## src/rtl/fmu_pkg.sv

```systemverilog
// Shared constants, tables and helper functions of the fuzzy membership update block.
`timescale 1ns / 1ps

package fmu_pkg;

  // Register indexes of the configuration port.
  localparam logic REG_EXPONENT = 1'b0;
  localparam logic REG_CLUSTERS = 1'b1;

  // Register reset values.
  localparam logic [15:0] EXPONENT_RESET = 16'd4096;
  localparam logic [3:0]  CLUSTERS_RESET = 4'd8;

  // Data widths.
  localparam int LG_W       = 22;  // log2 result: 6-bit integer, 16-bit fraction
  localparam int FRAC_STEPS = 16;
  localparam int SUM_W      = 64;
  localparam int QUOT_W     = 17;
  localparam int NUM_W      = 65;
  localparam int DEN_W      = SUM_W + QUOT_W - 1;

  localparam logic [QUOT_W-1:0] MEMB_ONE = 17'd65536;

  typedef logic [31:0] exp_tab_t [FRAC_STEPS];

  // Integer square root, used only to build the constant table below.
  function automatic logic [63:0] isqrt64(input logic [63:0] x_in);
    logic [63:0] x;
    logic [63:0] r;
    logic [63:0] b;
    x = x_in;
    r = '0;
    b = 64'h1 << 62;
    for (int i = 0; i < 32; i++) begin
      if (b > x) begin
        b = b >> 2;
      end
    end
    for (int i = 0; i < 32; i++) begin
      if (b != 0) begin
        if (x >= r + b) begin
          x = x - (r + b);
          r = (r >> 1) + b;
        end else begin
          r = r >> 1;
        end
        b = b >> 2;
      end
    end
    return r;
  endfunction

  // Q2.30 factors 2^(2^-i) for fraction bits i = 1..16.
  function automatic exp_tab_t exp_table();
    exp_tab_t    t;
    logic [63:0] c;
    c = isqrt64(64'h1 << 61);
    for (int i = 0; i < FRAC_STEPS; i++) begin
      t[i] = c[31:0];
      c    = isqrt64(c << 30);
    end
    return t;
  endfunction

  localparam exp_tab_t EXP_C = exp_table();

  // Rounded share 1/z in Q1.16 for z zero clusters.
  function automatic logic [QUOT_W-1:0] zero_share(input logic [3:0] z);
    logic [QUOT_W-1:0] v;
    case (z)
      4'd1:    v = 17'd65536;
      4'd2:    v = 17'd32768;
      4'd3:    v = 17'd21845;
      4'd4:    v = 17'd16384;
      4'd5:    v = 17'd13107;
      4'd6:    v = 17'd10923;
      4'd7:    v = 17'd9362;
      4'd8:    v = 17'd8192;
      default: v = 17'd0;
    endcase
    return v;
  endfunction

endpackage

```

## src/rtl/fmu_div.sv

```systemverilog
// Restoring divider that turns the term sum into a rounded membership quotient.
`timescale 1ns / 1ps

module fmu_div (
  input  logic                      clk_i,
  input  logic                      rst_ni,
  input  logic                      start_i,
  input  logic [fmu_pkg::SUM_W-1:0] sum_i,
  output logic                      done_o,
  output logic [fmu_pkg::QUOT_W-1:0] quot_o
);
  import fmu_pkg::*;

  logic                busy_q;
  logic                done_q;
  logic [4:0]          cnt_q;
  logic [NUM_W-1:0]    num_q;
  logic [DEN_W-1:0]    den_q;
  logic [QUOT_W-1:0]   quot_q;
  logic                ge;

  assign ge     = {{(DEN_W-NUM_W){1'b0}}, num_q} >= den_q;
  assign done_o = done_q;
  assign quot_o = quot_q;

  // Control: one quotient bit per cycle, most significant first.
  always_ff @(posedge clk_i or negedge rst_ni) begin
    if (!rst_ni) begin
      busy_q <= 1'b0;
      done_q <= 1'b0;
      cnt_q  <= '0;
    end else begin
      done_q <= 1'b0;
      if (start_i) begin
        busy_q <= 1'b1;
        cnt_q  <= '0;
      end else if (busy_q) begin
        cnt_q <= cnt_q + 5'd1;
        if (cnt_q == 5'(QUOT_W - 1)) begin
          busy_q <= 1'b0;
          done_q <= 1'b1;
        end
      end
    end
  end

  // Datapath: numerator is 2^32 + s/2, divisor starts at s aligned to the top quotient bit.
  always_ff @(posedge clk_i) begin
    if (start_i) begin
      num_q  <= (NUM_W'(1) << 32) + NUM_W'(sum_i >> 1);
      den_q  <= {sum_i, {(QUOT_W-1){1'b0}}};
      quot_q <= '0;
    end else if (busy_q) begin
      if (ge) begin
        num_q <= num_q - den_q[NUM_W-1:0];
      end
      quot_q <= {quot_q[QUOT_W-2:0], ge};
      den_q  <= den_q >> 1;
    end
  end

endmodule

```

## config.mk

```make
export PLATFORM = sky130hd
export DESIGN_NAME = fmu_div
export DESIGN_NICKNAME = d
export VERILOG_FILES = /design/src/rtl/fmu_pkg.sv /design/src/rtl/fmu_div.sv
export SDC_FILE = /design/constraint.sdc
export NUM_CORES = 1
export LEC_CHECK = 0
export ABC_AREA = 0
export ABC_CLOCK_PERIOD_IN_PS = 3900
export BUFFER_PORTS_ARGS = -buffer_cell sky130_fd_sc_hd__buf_2
export CAP_MARGIN = 20
export CORE_AREA = 2 2 147 149
export CTS_CLUSTER_DIAMETER = 40
export DETAILED_ROUTE_END_ITERATION = 8
export DIE_AREA = 0 0 149 151
export PLACE_DENSITY_LB_ADDON = 0.25
export SYNTH_ARGS = -nofsm -noshare
export SYNTH_HDL_FRONTEND = slang
export SYNTH_SLANG_ARGS = --single-unit
```

## constraint.sdc

```tcl
create_clock -name clk_i -period 3.9 [get_ports clk_i]
set_input_delay 0.78 -clock clk_i [delete_from_list [all_inputs] [get_ports clk_i]]
set_output_delay 0.78 -clock clk_i [all_outputs]
set_load 0.005 [all_outputs]
```

==> results.ini <==
[power_and_ir_drop]
p_total_uw=6110
p_leak_uw=0.00557
power_density_nw_per_um2=481
ir_drop_uv=322

[yosys]
synth_edf_count=129
ys_warn_count=0
synth-seq-cells=169
synth_nets=1435
syn_area_sq_um=11500
ys.flop_type=edfxtp_1
ys_seq_area_share_pct=40.9
syn_avg_cell_area_sq_um=8.87
synth_cells=1299
yosysUniqueCellTypes=81
async_flop_share_pct=4.14

[worst_setup_path]
end_kind=register
critical_path_class=register to register
path_buf_inv=2
startpoint_type=register
cp_data_required_time_ns=4.08
path_cells=inv_1, ha_1, a21oi_1, nor2_1, a211oi_2, nand2_1, a211oi_2, nand2_1, a21oi_1, o21ai_0, a211o_2, buf_4
crit_fanout=25
cp_top_family=compound AO/OA/AOI/OAI gates
cp_slowest_stage_delay_ns=0.58
crit_arrival_ns=3.66
cp_slowest_cell=a211o_2

[clock_tree]
cts_setup_buffers=0
clock_path_buffers=2
clk_pin_slew_ns=0.07
htreeDepth=4
clock-sinks=169
ctsHoldBuffers=0
cts_buffers=17
cts_root_buf=clkbuf_16
insertion_delay_ns=0.44
cts-resized-gates=0
tritoncts=yes

[floorplan]
start_util_pct=55.3
core-area_sq_um=20800
die-area_sq_um=22500
die-height_um=151
io_pins=85
num_rows=53
die_w_um=149

[drt]
drc=0
drt_iter0_drc=803
ant_nets=0
num_vias=9692
routedWlPerCell_um=18.8
firstDrtPassIters=5
drt-total-wl_um=30700
post_drt_via_cell_ratio=5.92

[global_route]
grt_overflow=0
grt_pass1_wl_um=48500
track_usage_pct=27.9
grt_pass1_vias=9198
grt_max_degree=107
antenna_found_initial=0

[sta]
slew_headroom_pct=44.6
final_hold_viol_count=0
tightest_slew_ns=0.831
rsz0062_at_grt=false
tns_ns=0
setup_viol=0
skew_ns=0.0132
holdWs_ns=0.159
drv_slew=0
period_needed_ns=3.48
fin_crit_sh_pct=89.2
max_freq_mhz=287

[finish]
nets=1484
antenna_cells=0
fin_area_sq_um=12700
most-common-layout-cells=nand2_1, edfxtp_1, nor2_1
drive_above_1_share_pct=12.7
area_growth_pct=10.2
layout.cells.most_common=nand2_1

[status]
status=completed

[run]
cap_violations=0

[placement]
hpwl_um=23400
dpl_cell_area_sq_um=12100
io_buffers=84
gp_congestion=0.977

[worst_hold_path]
hold_class=input port to asynchronous set/reset pin

cells by family (layout without fill, tap and decap cells):
family                     count (synthesis)  count (layout)  share of synthesized area [%]
xor gates and xnor gates                  84              84                           6.39
and+or+nand+nor                          473             473                           18.4
AOI/OAI and AO/OA                        321             321                           18.4
buffers and inverters                    146             208                           5.13
muxes                                     37              37                           3.23
DFF                                      169             169                           40.9
adders and majority gates                 69              69                           7.56
power by group:
part / internal, uW / total [uW] / switching, uW
logic: 816 / 2150 / 1340
registers: 2180 / 2260 / 79.5
clock network: 873 / 1700 / 823
total: 3870 / 6110 / 2240
cells in the mapped netlist (5+ instances only):
cell type / instances / area, sq um
and3_1: 13 / 81.3
clkbuf_1: 38 / 143
a22o_1: 16 / 140
nand4_1: 26 / 163
ha_1: 68 / 851
a21o_1: 27 / 203
a31oi_1: 6 / 37.5
o21ai_0: 101 / 505
xor2_1: 46 / 403
buf_2: 12 / 60.1
a211oi_2: 5 / 62.6
a21oi_1: 86 / 430
xnor2_1: 38 / 333
o211ai_1: 5 / 37.5
nand2b_1: 5 / 31.3
nor4_1: 7 / 43.8
dfxtp_1: 33 / 661
inv_1: 83 / 312
edfxtp_1: 129 / 3870
dfrtp_1: 7 / 175
o21bai_1: 8 / 60.1
mux2i_1: 36 / 360
nor3_1: 16 / 80.1
nor2b_1: 10 / 62.6
buf_1: 8 / 30.0
o21ai_1: 5 / 25.0
nor2_1: 108 / 405
nand3_1: 28 / 140
nand2_1: 230 / 863
path summary, 6_finish.rpt:
kind                                    startpoint                      end  slack [ns]  cells after the start
max                          den_q[9]$_SDFFE_PP0P_      num_q[48]$_DFFE_PP_        0.42                     12
min                                         rst_ni     cnt_q[3]$_DFFE_PN0P_        0.16                      1
max reg2reg                  den_q[9]$_SDFFE_PP0P_      num_q[48]$_DFFE_PP_        0.42                     12
min in group clk_i         quot_o[16]$_SDFFE_PP0P_  quot_o[16]$_SDFFE_PP0P_        0.50                      2
max in group asynchronous                   rst_ni         busy_q$_DFF_PN0_        3.57                      1
min reg2reg                quot_o[16]$_SDFFE_PP0P_  quot_o[16]$_SDFFE_PP0P_        0.50                      2
worst reg2reg max path: stages, from the launching register on:
cell and delay [ns]:
dfxtp_1 0.36, inv_1 0.06, ha_1 0.39, a21oi_1 0.29, nor2_1 0.08, a211oi_2 0.33, nand2_1 0.19, a211oi_2 0.25
nand2_1 0.11, a21oi_1 0.15, o21ai_0 0.12, a211o_2 0.58, buf_4 0.32
area by class of cell:
type	count	area, sq um
Inverter	83	312
Timing Repair Buffer	93	519
Tap cell	275	344
Clock buffer	18	439
Multi-Input combinational cell	984	6230
Fill cell	1854	8120
Clock inverter	14	146
Sequential cell	169	4710
per-layer routing:
metal  up-vias  global-route usage (%)  wire, um
met2       341                    45.9     14400
met5         -                       0         0
met1      4580                    37.0     13600
met4         0                    9.86       949
li1       4719                       -         -
met3        52                    5.18      1780
per-stage QoR:
stage,worst slack (ns),util [%],std cells
6_report,0.421,61.0,1636
3_5_place_dp,0.470,58.2,1604
3_3_place_gp,0.572,58.2,1604
5_1_grt,0.155,61.0,1636
4_1_cts,0.442,61.0,1636
2_1_floorplan,0.149,-,1299
registers in the layout, summed over array words and instances, names as in the netlist:
register and flops:
num_q 65, quot_o 17, den_q 80, cnt_q 5, busy_q 1, done_o 1
No activity file was read; power rests on OpenSTA's default activity.
